[config.mk]
export PLATFORM = sky130hd
export DESIGN_NAME = uvd_queue
export DESIGN_NICKNAME = d
export VERILOG_FILES = /design/src/design/uvd_pkg.sv /design/src/design/uvd_queue.sv
export SDC_FILE = /design/constraint.sdc
export NUM_CORES = 1
export LEC_CHECK = 0
export BUFFER_PORTS_ARGS = -buffer_cell sky130_fd_sc_hd__buf_2
export CORE_ASPECT_RATIO = 0.8
export CORE_MARGIN = 2
export CORE_UTILIZATION = 58
export CTS_BUF_LIST = sky130_fd_sc_hd__clkbuf_8
export DETAILED_ROUTE_END_ITERATION = 8
export GPL_TIMING_DRIVEN = 0
export PLACE_DENSITY = 0.9
export SYNTH_ARGS = -nofsm -noshare
export SYNTH_HDL_FRONTEND = slang
export SYNTH_SLANG_ARGS = --single-unit
[constraint.sdc]
create_clock -name clock -period 5.37 [get_ports clock]
set_clock_uncertainty 0.15 [all_clocks]
set_input_delay 0.8055 -clock clock [delete_from_list [all_inputs] [get_ports clock]]
set_output_delay 0.8055 -clock clock [all_outputs]
set_load 0.02 [all_outputs]
[src/design/uvd_pkg.sv]
// ----------------------------------------------------------------------------
// uvd_pkg
// Shared constants, types and the hash fold step for the url visit dedup table.
// ----------------------------------------------------------------------------
package uvd_pkg;

   localparam int TABLE_DEPTH = 1024;
   localparam int ADDR_W      = (TABLE_DEPTH > 1) ? $clog2(TABLE_DEPTH) : 1;
   localparam int CNT_W       = $clog2(TABLE_DEPTH + 1);

   localparam logic [63:0] FNV_BASIS    = 64'hcbf29ce484222325;
   // prime is 2^40 + 0x1b3
   localparam int          FNV_HI_SHIFT = 40;
   localparam logic [8:0]  FNV_PRIME_LO = 9'h1b3;

   typedef struct packed {
      logic        vld;
      logic [63:0] hash;
   } hash_item_type;

   typedef struct packed {
      logic             busy;
      logic [CNT_W-1:0] count;
   } back_status_type;

   function automatic logic [63:0] fnv_fold(input logic [63:0] h, input logic [7:0] b);
      logic [63:0] lo;
      logic [63:0] prod;
      lo   = h * FNV_PRIME_LO;
      prod = (h << FNV_HI_SHIFT) + lo;
      return prod ^ {56'b0, b};
   endfunction

endpackage

[src/design/uvd_queue.sv]
// ----------------------------------------------------------------------------
// uvd_queue
// Two-entry queue of finished hashes between the front and the table search.
// ----------------------------------------------------------------------------
module uvd_queue
   import uvd_pkg::*;
(
   input  logic          clock,
   input  logic          reset,
   input  hash_item_type q_push,
   output logic          q_full,
   output hash_item_type q_head,
   input  logic          q_pop
);

   logic [63:0] slot_ff [2];
   logic        wr_ptr_ff, wr_ptr_in;
   logic        rd_ptr_ff, rd_ptr_in;
   logic [1:0]  cnt_ff, cnt_in;
   logic        do_push, do_pop;

   assign q_full      = (cnt_ff == 2'd2);
   assign q_head.vld  = (cnt_ff != 2'd0);
   assign q_head.hash = slot_ff[rd_ptr_ff];
   assign do_push     = q_push.vld && !q_full;
   assign do_pop      = q_pop && q_head.vld;

   always_comb begin
      wr_ptr_in = do_push ? !wr_ptr_ff : wr_ptr_ff;
      rd_ptr_in = do_pop  ? !rd_ptr_ff : rd_ptr_ff;
      cnt_in    = cnt_ff;
      if (do_push && !do_pop) begin
         cnt_in = cnt_ff + 2'd1;
      end else if (do_pop && !do_push) begin
         cnt_in = cnt_ff - 2'd1;
      end
   end

   always_ff @(posedge clock) begin
      if (do_push) begin
         slot_ff[wr_ptr_ff] <= q_push.hash;
      end
   end

   always_ff @(posedge clock) begin
      if (reset) begin
         wr_ptr_ff <= 1'b0;
         rd_ptr_ff <= 1'b0;
         cnt_ff    <= 2'd0;
      end else begin
         wr_ptr_ff <= wr_ptr_in;
         rd_ptr_ff <= rd_ptr_in;
         cnt_ff    <= cnt_in;
      end
   end

endmodule

After elaboration in Yosys (flattened, before gate mapping):

Memories as Yosys holds them, arrays and structs flattened. A register that Yosys moved wholly into a read port is not among the register bits.
Index checks and enable logic that the tools add are counted.

* multiplexer cells: 6
* reductions and logical operators: 11
* add/sub/neg operators: 2
* equality and inequality tests: 1

Operators with widths (number)
* $logic_not 1->1: 5
* $logic_and 1x1->1: 4
* $mux 1: 4
* $mux 2: 2
* $reduce_bool 2->1: 2
* $add 2x1->2 const B: 1
* $eq 2x2->1 const B: 1
* $sub 2x1->2 const B: 1

* output and inout port bits: 66
* memory bits (writable): 128
* bits in registers: 4
* input port bits: 68
* memories: 1

Memory list
* slot_ff: depth 2, bits a word 64, rd ports 1, clocked after Yosys merged registers in 1, wr ports 1, RTL line uvd_queue.sv:16 `logic [63:0] slot_ff [2];`

Logic depth before layout (Yosys ltp):

* word-level depth: 7
* depth in mapped cells: 6
* depth with buffers taken out: 6

Worst setup path after synthesis:

No wires, ideal clock.

* path kind: in2reg
* from: input q_push[64] (netlist bit)
* to: memory slot_ff[1][0] (enable)
* setup slack: 2.295 ns
* buffers on the path: 0
* arrival: 2.497 ns
* required time: 4.791 ns
* setup time: 0.429 ns
* cell stages on the path: 3
* cell sequence: inv_1 nor2_1 and2_1

* cells in the longest elaborated chain, start to end: 3

Ends and longest elaborated chain
* start, declared: RTL line uvd_queue.sv:10 `input hash_item_type q_push,`
* $logic_and 1x1->1: RTL line uvd_queue.sv:25 `assign do_push = q_push.vld && !q_full;`
* $mux 1: RTL line uvd_queue.sv:40 `if (do_push) begin`
* $mux 1 (not written as such): RTL line uvd_queue.sv:41 `slot_ff[wr_ptr_ff] <= q_push.hash;`
* end, declared: RTL line uvd_queue.sv:16

No other way between the ends.

==> results.md <==
- Outcome: completed
- Seq/Total Area, Yosys: 0.8157
- R2R Setup Slk: roughly 3.2 ns
- Drt total wl: between 8000 and 9000 um
- Worst endpoint required time: 4.41 ns
- Hold Path Origin: wr_ptr_ff$_SDFFE_PP0N_
- Inserted Diodes: 0
- Max Freq: 0.3696 GHz
- Post-DRT Antenna Nets: 0
- Startpoint Class: flip-flop
- Clk Latency, worst-skew pair: approximately 0.42 ns
- Detailed Route Iter0 Violations: ~110
- Worst Tran Pin Value: about 0.88 ns
- CTS tree: built
- Root Driver: clkbuf_8
- Core Util, Final: 0.7644
- Worst hold stages: 2
- Number of max-cap violations: 0
- Synth-to-Final Area Change: 26.79%
- Setup Crit Path Kind: flip-flop to output pin
- End of the worst register-to-register path: slot_ff[0][56]$_DFFE_PP_
- Final hold viol count: 0
- Via density per instance: 5.193
- Worst Setup End Kind: output pin
- Initial Utilization: 0.6029
- Drt pass-1 iters: 4
- Syn Std Cell Area: between 4000 and 5000 sq um
- Die Area: between 9000 and 10000 sq um
- Hold-fix buffers, CTS: 0
- Unrepaired setup endpoints after global routing: false
- Die W: roughly 110 um
- Pin count of the biggest net entering global routing: 65
- Min cycle time layout: approximately 2.7 ns
- Buf/Inv on CP: 3
- Sequential Area: ~3900 sq um
- Slew headroom: 0.4165
- R2R depth: 4
- YS warnings: 0
- Global route overflow: 0
- Clock buffer depth: 2
- Most frequent CP cell: buf_2
- Tot Pwr: between 3 and 4 mW
- Initial antenna violation count: 0
- Final Wtd Congestion: slightly above 0.7
- Final net count: between 400 and 500
- GRT Resource Usage Total: 0.2044
- Max-slew violation count: 0
- DRC: 0
- Vias in the first global route: 2720
- Postcts setup bufs: 0
- R2R Path Start: cnt_ff[1]$_SDFFE_PP0P_
- Worst EP arrival: around 1.8 ns
- Setup WS pre-CTS: roughly 2.7 ns
- Syn nets: 293
- Port Buf Inserts: around 130
- Via count: 2586
- Post-cts resize count: 0
- Top area cells in the synthesized netlist: edfxtp_1 80%, mux2_2 15%, dfxtp_1 2.1%
- CTS clk-pin slew, worst paths: about 0.07 ns
- Fillers: ~480
- Multi-input gate area: 835.8 sq um
- First-pass GRT wire length: roughly 14000 um
- Layout cells sized above 1: 0.6103
- Synth top area share: 0.7950
- # rows: 29
- Crit path largest cell delay: around 0.38 ns
- Worst hold endpoint: wr_ptr_ff$_SDFFE_PP0N_
- I/O Pins: ~130
- Htree depth: 4
- FF+latch count, synth: 133
- Synth Instances: between 200 and 250
- Clock buffer count from CTS: 17
- Post-synthesis cell type count: 15
- Die H: about 86 um
- Clk sinks: 133
- Core area: 8019 sq um
- Period utilisation layout: 0.5038
- Syn_area_per_cell: about 22 sq um
- Max IR drop VDD: 377.4 uV
- Crit-path max FO: 10
- Family with the most delay on the worst path: buffers and inverters
- P per Cell Area: ~520 nW/um^2
- Setup TNS: 0 ns
- Worst Hold Class: flip-flop to flip-flop
- DR WL/cell: 17.87 um
- Cell taking the most area after synthesis: edfxtp_1
- Crit-path cells: buf_2 > buf_4 > mux2_2 > buf_2
- Worst setup margin: 2.665 ns
- Pleak: 2.338 nW
- Critical-path top delay cell: mux2_2
- Setup violators final: 0
- DP HPWL: around 5600 um
[cells in the mapped netlist]
cell type  instances
xor2_1             3
o21ai_0            3
or3_1              2
buf_2              1
nor2b_2            1
buf_4              6
or2_2              1
nor2_1             4
dfxtp_1            5
edfxtp_1         128
ha_1               1
inv_1              2
and2_1             1
a21oi_1            2
mux2_2            64
[cell families after synthesis]
| family | Yosys count | share of synthesized area |
|---|---|---|
| flip-flops | 133 | 0.8157 |
| multiplexers | 64 | 0.1491 |
| AO/OA/AOI/OAI | 5 | 0.005175 |
| AND/OR/NAND/NOR | 9 | 0.01009 |
| adder cells (fa/ha/maj) | 1 | 0.002588 |
| buffers and inverters | 9 | 0.01190 |
| XOR/XNOR | 3 | 0.005436 |
[registers in the layout, summed over array words and instances (netlist names), named ones only]
signal     flops
rd_ptr_ff      1
slot_ff      128
wr_ptr_ff      1
cnt_ff         2
[through the flow]
| stage | area [sq um] | instances | hold slack [ns] |
|---|---|---|---|
| floorplan | 4835 | 224 | 0.3016 |
| global placement | 5635 | 465 | 0.3201 |
| detailed placement | 5658 | 466 | 0.3396 |
| CTS | 6130 | 498 | 0.3561 |
| global route | 6130 | 498 | 0.3856 |
| finish | 6130 | 498 | 0.3558 |
[cell usage in the layout (no fill, tap or decap), types with 2 or more instances in the layout]
| cell | n |
|---|---|
| o21ai_0 | 3 |
| xor2_1 | 3 |
| dfxtp_1 | 5 |
| clkinvlp_4 | 2 |
| buf_4 | 6 |
| clkinv_4 | 3 |
| bufinv_16 | 6 |
| edfxtp_1 | 128 |
| mux2_2 | 64 |
| or3_1 | 2 |
| nor2_1 | 4 |
| a21oi_1 | 2 |
| buf_2 | 134 |
| clkbuf_8 | 17 |
| inv_1 | 3 |
[per-layer routing]
layer  share of wire  GRT usage  vias up  routed length (um)
met1            0.39     0.2342     1268                3499
met2            0.51     0.3531      119                4542
met3           0.081    0.06687       14                 718
met5               0          0        -                   0
met4           0.016    0.09569        0                 139
li1                -          -     1185                   -
[worst max path at each step]
stage | cells after the start | endpoint
2_1_floorplan | 3 | slot_ff[1][0]$_DFFE_PP_
3_3_place_gp | 4 | slot_ff[1][3]$_DFFE_PP_
3_5_place_dp | 5 | slot_ff[0][62]$_DFFE_PP_
4_1_cts | 4 | q_head[31]
5_1_grt | 4 | q_head[38]
6_report | 4 | q_head[31]
[layout make-up]
class / instances / share of cell area
Inverter: 2 / 0.001225
Buffer: 7 / 0.008165
Tap cell: 108 / 0.02205
Multi-Input combinational cell: 82 / 0.1364
Sequential cell: 133 / 0.6434
Timing Repair Buffer: 134 / 0.1119
Clock inverter: 15 / 0.03878
Clock buffer: 17 / 0.03817
[worst reg2reg max path: cells and delay by family, from the launching register on]
kind / cells / cell delay (ns)
buffers and inverters: 2 / 0.84
and+or+nand+nor: 2 / 0.52
DFF: 1 / 0.35
[power by group]
| group | switching, mW | leakage [nW] | internal (mW) |
|---|---|---|---|
| Clock | 0.377 | 0.236 | 0.596 |
| Combinational | 0.508 | 0.866 | 0.341 |
| Sequential | 0.0379 | 1.24 | 1.30 |
| Total | 0.923 | 2.34 | 2.24 |
Power figures use the tool's default switching activity.
