$ cat config.mk
export PLATFORM = sky130hd
export DESIGN_NAME = uvd_front
export DESIGN_NICKNAME = d
export VERILOG_FILES = /design/src/design/uvd_pkg.sv /design/src/design/uvd_front.sv
export SDC_FILE = /design/constraint.sdc
export NUM_CORES = 1
export LEC_CHECK = 0
export BUFFER_PORTS_ARGS = -buffer_cell sky130_fd_sc_hd__buf_4
export CORE_MARGIN = 4
export CORE_UTILIZATION = 38
export CTS_CLUSTER_SIZE = 20
export DETAILED_ROUTE_END_ITERATION = 12
export PLACE_DENSITY = 0.51
export SETUP_SLACK_MARGIN = 0.3
export SLEW_MARGIN = 10
export SYNTH_ARGS = -nofsm -noshare
export SYNTH_HDL_FRONTEND = slang
export SYNTH_SLANG_ARGS = --single-unit
$ cat constraint.sdc
create_clock -name clock -period 13.6 [get_ports clock]
set_clock_uncertainty 0.2 [all_clocks]
set_input_delay 2.72 -clock clock [delete_from_list [all_inputs] [get_ports clock]]
set_output_delay 2.72 -clock clock [all_outputs]
set_load 0.05 [all_outputs]
$ cat src/design/uvd_pkg.sv
// ----------------------------------------------------------------------------
// uvd_pkg
// Shared constants, types and the hash fold step for the url visit dedup table.
// ----------------------------------------------------------------------------
package uvd_pkg;

   localparam int TABLE_DEPTH = 1024;
   localparam int ADDR_W      = (TABLE_DEPTH > 1) ? $clog2(TABLE_DEPTH) : 1;
   localparam int CNT_W       = $clog2(TABLE_DEPTH + 1);

   localparam logic [63:0] FNV_BASIS    = 64'hcbf29ce484222325;
   // prime is 2^40 + 0x1b3
   localparam int          FNV_HI_SHIFT = 40;
   localparam logic [8:0]  FNV_PRIME_LO = 9'h1b3;

   typedef struct packed {
      logic        vld;
      logic [63:0] hash;
   } hash_item_type;

   typedef struct packed {
      logic             busy;
      logic [CNT_W-1:0] count;
   } back_status_type;

   function automatic logic [63:0] fnv_fold(input logic [63:0] h, input logic [7:0] b);
      logic [63:0] lo;
      logic [63:0] prod;
      lo   = h * FNV_PRIME_LO;
      prod = (h << FNV_HI_SHIFT) + lo;
      return prod ^ {56'b0, b};
   endfunction

endpackage

$ cat src/design/uvd_front.sv
// ----------------------------------------------------------------------------
// uvd_front
// Folds url bytes into the running hash and pushes finished hashes to the queue.
// ----------------------------------------------------------------------------
module uvd_front
   import uvd_pkg::*;
(
   input  logic          clock,
   input  logic          reset,
   input  logic          req_valid,
   output logic          req_ready,
   input  logic [7:0]    req_url_byte,
   input  logic          req_last,
   input  logic          q_full,
   output hash_item_type q_push
);

   logic [63:0] hash_ff, hash_in;
   logic        term_ff, term_in;
   logic [63:0] folded;
   logic        accept;

   assign req_ready = !q_full;
   assign accept    = req_valid && req_ready;

   always_comb begin
      folded = hash_ff;
      if (!term_ff && (req_url_byte != 8'd0)) begin
         folded = fnv_fold(hash_ff, req_url_byte);
      end
   end

   always_comb begin
      hash_in     = hash_ff;
      term_in     = term_ff;
      q_push.vld  = 1'b0;
      q_push.hash = folded;
      if (accept) begin
         if (req_last) begin
            // url done: hand over the hash and start afresh
            q_push.vld = 1'b1;
            hash_in    = FNV_BASIS;
            term_in    = 1'b0;
         end else begin
            hash_in = folded;
            term_in = term_ff || (req_url_byte == 8'd0);
         end
      end
   end

   always_ff @(posedge clock) begin
      if (reset) begin
         hash_ff <= FNV_BASIS;
         term_ff <= 1'b0;
      end else begin
         hash_ff <= hash_in;
         term_ff <= term_in;
      end
   end

endmodule

=== Word level (Yosys, flattened, before mapping) ===
Index checks and enable logic that the tools add are counted.
Widths: inputs -> output; s select.

* Register bits after elaboration: 65
* Word-level logic and storage cells: 17
* Bits of input ports: 13

* $mul: 1
* Reduce and logical (&&, ||, !) cells: 7
* Bitwise gates (word level): 1
* $add $sub $neg: 1
* Mux-type cells: 5

{| class="wikitable"
|+ Operators by type and width
! cell !! count
|-
| $mux 64 || 2
|-
| $add 64x64->64 || 1
|-
| $mul 64x9->64 const B || 1
|-
| $xor 64x8->64 || 1
|-
| $logic_not 8->1 || 1
|-
| $reduce_bool 8->1 || 1
|-
| $mux 1 || 3
|-
| $logic_and 1x1->1 || 2
|-
| $logic_not 1->1 || 2
|-
| $logic_or 1x1->1 || 1
|}

=== Longest topological paths before layout ===
* Depth in word-level cells: 5
* Gate-level depth with buffers: 22
* Depth with buffers taken out: 20

=== Worst setup path after synthesis ===
Ideal clock, no wire load.

* Path kind: register to output
* From: register hash_ff[12]
* To: output port q_push[58] in the netlist's numbering
* Stages on the path, launching flop included: 22
* Arrival: 5647 ps
* Path slack: 5033 ps
* Cell sequence: dfxtp_1 > ha_1 > inv_1 > fa_1 > inv_1 > fa_1 > inv_1 > fa_1 > inv_1 > ha_1 > ha_1 > clkbuf_1 > a21oi_1 > o21ai_0 > a21o_1 > o21ai_0 > nand3_1 > a2111oi_1 > o21a_1 > o21ai_1 > xnor2_1 > o21ai_0

{| class="wikitable"
|+ RTL lines
! element !! line !! text
|-
| start, declared || uvd_front.sv:18 || <nowiki>logic [63:0] hash_ff, hash_in;</nowiki>
|-
| start signal, assigned || uvd_front.sv:56 || <nowiki>hash_ff <= hash_in;</nowiki>
|-
| end, declared || uvd_front.sv:15 || <nowiki>output hash_item_type q_push</nowiki>
|}

==> reports/qor.csv <==
stage,metric,value,unit
synthesis,synth-compound-area-share,14.7,%
layout,synthToLayoutAreaGrowth,9.39,%
floorplanning,fp.dieArea,0.0424,mm2
cts,cts_tree,built,
critical_path,critPathMaxStageDelay,880,ps
global_routing,track_usage,22.4,%
synthesis,synth_top_area_share,30.4,%
floorplanning,core,0.0386,mm2
synthesis,syn_area_per_cell,8.24,um2
status,status,completed,
timing,tightest_slew,1240,ps
floorplanning,std_cell_rows,72,
min_path,min_to,hash_ff[61],
synthesis,yosysTopAreaCell,fa_1,
cts,clk_path_buf_depth,2,
synthesis,synth_adder_area_share,46.0,%
timing,drv_slew,0,
global_routing,grt_pass1_wl,72.1,mm
cts,clockRootBuffer,clkbuf_16,
routing,drtIter0Drc,657,
cts,clkTransAtPathRegs,70,ps
cts,holdBufCountCts,0,
synthesis,syn-num-nets,2231,
routing,via_per_inst,5.04,
cts,clock_sinks,65,
routing,antenna_left,0,
critical_path,arrival,6540,ps
global_routing,antenna_found_initial,3,
timing,slew_headroom,16.9,%
timing,hold_viol,0,
synthesis,synth_top_flop_cell,dfxtp_1,
synthesis,synth-xor-area-share,6.41,%
layout,fillers,3974,
timing,hold_slack,332,ps
cts,clock_latency,360,ps
critical_path,reg2reg_slack,7350,ps
critical_path,critPathBufInv,5,
synthesis,synth_cells,1806,
critical_path,cpLargestDelayFamily,adder cells,
synthesis,synth_seq_cells,65,
critical_path,crit_path_frequent_cell,inv_1,
timing,finalSetupViolCount,0,
synthesis,synth_async_sr_flop_share,0,%
routing,drt-pass1-iter-count,5,
global_routing,grt.overflow.total,0,
timing,fin_ws,4140,ps
critical_path,timing.rr.start,hash_ff[23],
run,drv_cap,0,
global_routing,grt_max_degree,102,
critical_path,crit_path_top_delay_cell,a2111oi_1,
routing,drc,0,
routing,vias,11900,
cts,post_cts_buffers,0,
min_path,min_from,hash_ff[61],
critical_path,path_cells,ha_1 > inv_1 > fa_1 > inv_1 > fa_1 > inv_1 > fa_1 > inv_1 > ha_1 > ha_1 > a21oi_1 > o21ai_0 > a21oi_1 > o221a_2 > nor2_1 > a2111oi_1 > o21a_1 > o21ai_1 > xnor2_1 > o21ai_0 > buf_4,
synthesis,synthSimpleGateAreaFrac,9.86,%
cts,cts_resized,0,
layout,antennaDiodeCount,0,
timing,post-route-period-util,69.6,%
layout,drive_above_1_share,6.71,%
floorplanning,fp.dieW,206,um
placed_design,port_buffers,78,
critical_path,cp-start-kind,register,
critical_path,path_max_fanout,7,
floorplanning,die_height,206,um
timing,tns,0,ps
floorplanning,start_util,38.5,%
critical_path,ff2ff_path_depth,20,
floorplanning,ioPinCount,79,
placed_design,place_ws,4620,ps
synthesis,synth_area_leaders,"fa_1 (30%), ha_1 (16%), inv_1 (12%)",
critical_path,crit_type,register to output port,
cts,cts_buffers,9,
global_routing,grt_pass1_vias,12600,
timing,clock.fmax,106,MHz
critical_path,r2r_end,hash_ff[58],
min_path,holdPathStages,2,
routing,totalWireLength,46.2,mm
cts,htreeDepth,3,
synthesis,netlist_area,0.0149,mm2
timing,period_needed,9460,ps
routing,drt-wirelength-per-cell,19.5,um
synthesis,muxShareOfSynthArea,0.361,%
synthesis,yosysSeqAreaShare,8.74,%
synthesis,synth_top_family_by_area,adder cells,
critical_path,cp-end-kind,output port,
layout,nets,2268,
min_path,min_path_type,register to register,
critical_path,crit_cells,21,
synthesis,yosysWarnings,0,
placed_design,place_congestion,0.881,
synthesis,synth_cell_type_count,65,
placed_design,post-dp-hpwl,40.2,mm
synthesis,synth_edf_count,0,
timing,rsz0062_at_grt,no,
critical_path,required,10680,ps
stage by stage:
| step | area (um2) | util (%) | std cells |
|---|---|---|---|
| finish | 16300 | 42.1 | 2366 |
| global route | 16300 | 42.1 | 2366 |
| CTS | 16300 | 42.1 | 2366 |
| detailed placement | 16000 | 41.3 | 2350 |
| global placement | 16000 | 41.3 | 2350 |
| floorplan | 14900 | - | 1806 |
cell usage in the layout, fill, tap and decap left out, types with 4 or more instances in the layout:
cell,count
ha_1,186
fa_1,226
a22oi_1,24
xor2_1,38
a32oi_1,4
nand4_1,20
nand2_1,156
a21oi_1,81
nor3b_1,4
nor2b_1,13
and3_1,6
a32o_1,4
nor4_1,8
dfxtp_1,65
clkbuf_16,9
inv_1,490
xnor2_1,71
nand2b_1,6
nor2_1,67
a31oi_1,5
o21a_1,11
buf_4,85
a21o_1,38
o21ai_0,90
a211oi_1,5
o21ai_1,8
o211ai_1,23
nor3_1,12
o21bai_1,9
a21boi_0,4
nand3_1,19
layer usage:
| layer | part of all wire, % | wire (um) | global-route usage, % | vias to the layer above |
|---|---|---|---|---|
| met4 | 2.5 | 1140 | 5.01 | 0 |
| li1 | - | - | - | 5758 |
| met5 | 0 | 0 | 0 | - |
| met1 | 44 | 20400 | 30.0 | 5848 |
| met3 | 5.0 | 2300 | 3.19 | 55 |
| met2 | 48 | 22400 | 38.7 | 264 |
area by class of cell:
class	instances	area [um2]	area share, %
timing repair buffer	85	638	3.92
sequential	65	1300	7.99
clock buffer	10	239	1.47
clock inverter	6	72.6	0.446
inverter	490	1840	11.3
multi-input combinational	1192	11500	70.9
tap	518	648	3.98
flip-flops by register name (all words and copies together) (netlist names):
signal / flops
hash_ff: 64
term_ff: 1
worst register-to-register path, delay by kind of cell (launching register included):
kind / cells / cell delay (ps)
compound gates: 8 / 2320
xor+xnor: 1 / 200
fa+ha+maj: 6 / 2500
buf+inv: 4 / 240
flops: 1 / 620
simple gates: 1 / 50
synth_stat cells (19+ instances only):
| library cell | number |
|---|---|
| o211ai_1 | 23 |
| nand4_1 | 20 |
| clkbuf_1 | 52 |
| nor2_1 | 69 |
| a21o_1 | 39 |
| xor2_1 | 38 |
| dfxtp_1 | 65 |
| xnor2_1 | 71 |
| a21oi_1 | 82 |
| inv_1 | 490 |
| nand3_1 | 19 |
| ha_1 | 186 |
| o21ai_0 | 90 |
| fa_1 | 226 |
| nand2_1 | 156 |
| a22oi_1 | 24 |
how the worst max path moves through the flow:
stage,startpoint,endpoint,slack [ps]
after CTS,hash_ff[23],q_push[58],4190
after global placement,hash_ff[23],q_push[58],4590
after global routing,hash_ff[0],q_push[49],3840
final,hash_ff[23],q_push[58],4140
after floorplan,hash_ff[12],q_push[58],5030
after detailed placement,hash_ff[23],q_push[58],4620
cells by family (layout without fill, tap and decap cells):
kind of cell    after synthesis  count (layout)
xor+xnor                    109             109
fa+ha+maj                   412             412
mux                           5               5
buf+inv                     549             591
simple gates                328             328
compound gates              338             338
flops                        65              65
Power is not shown: default switching activity piles up to over one toggle a cycle in this logic, so the estimate is an artifact.
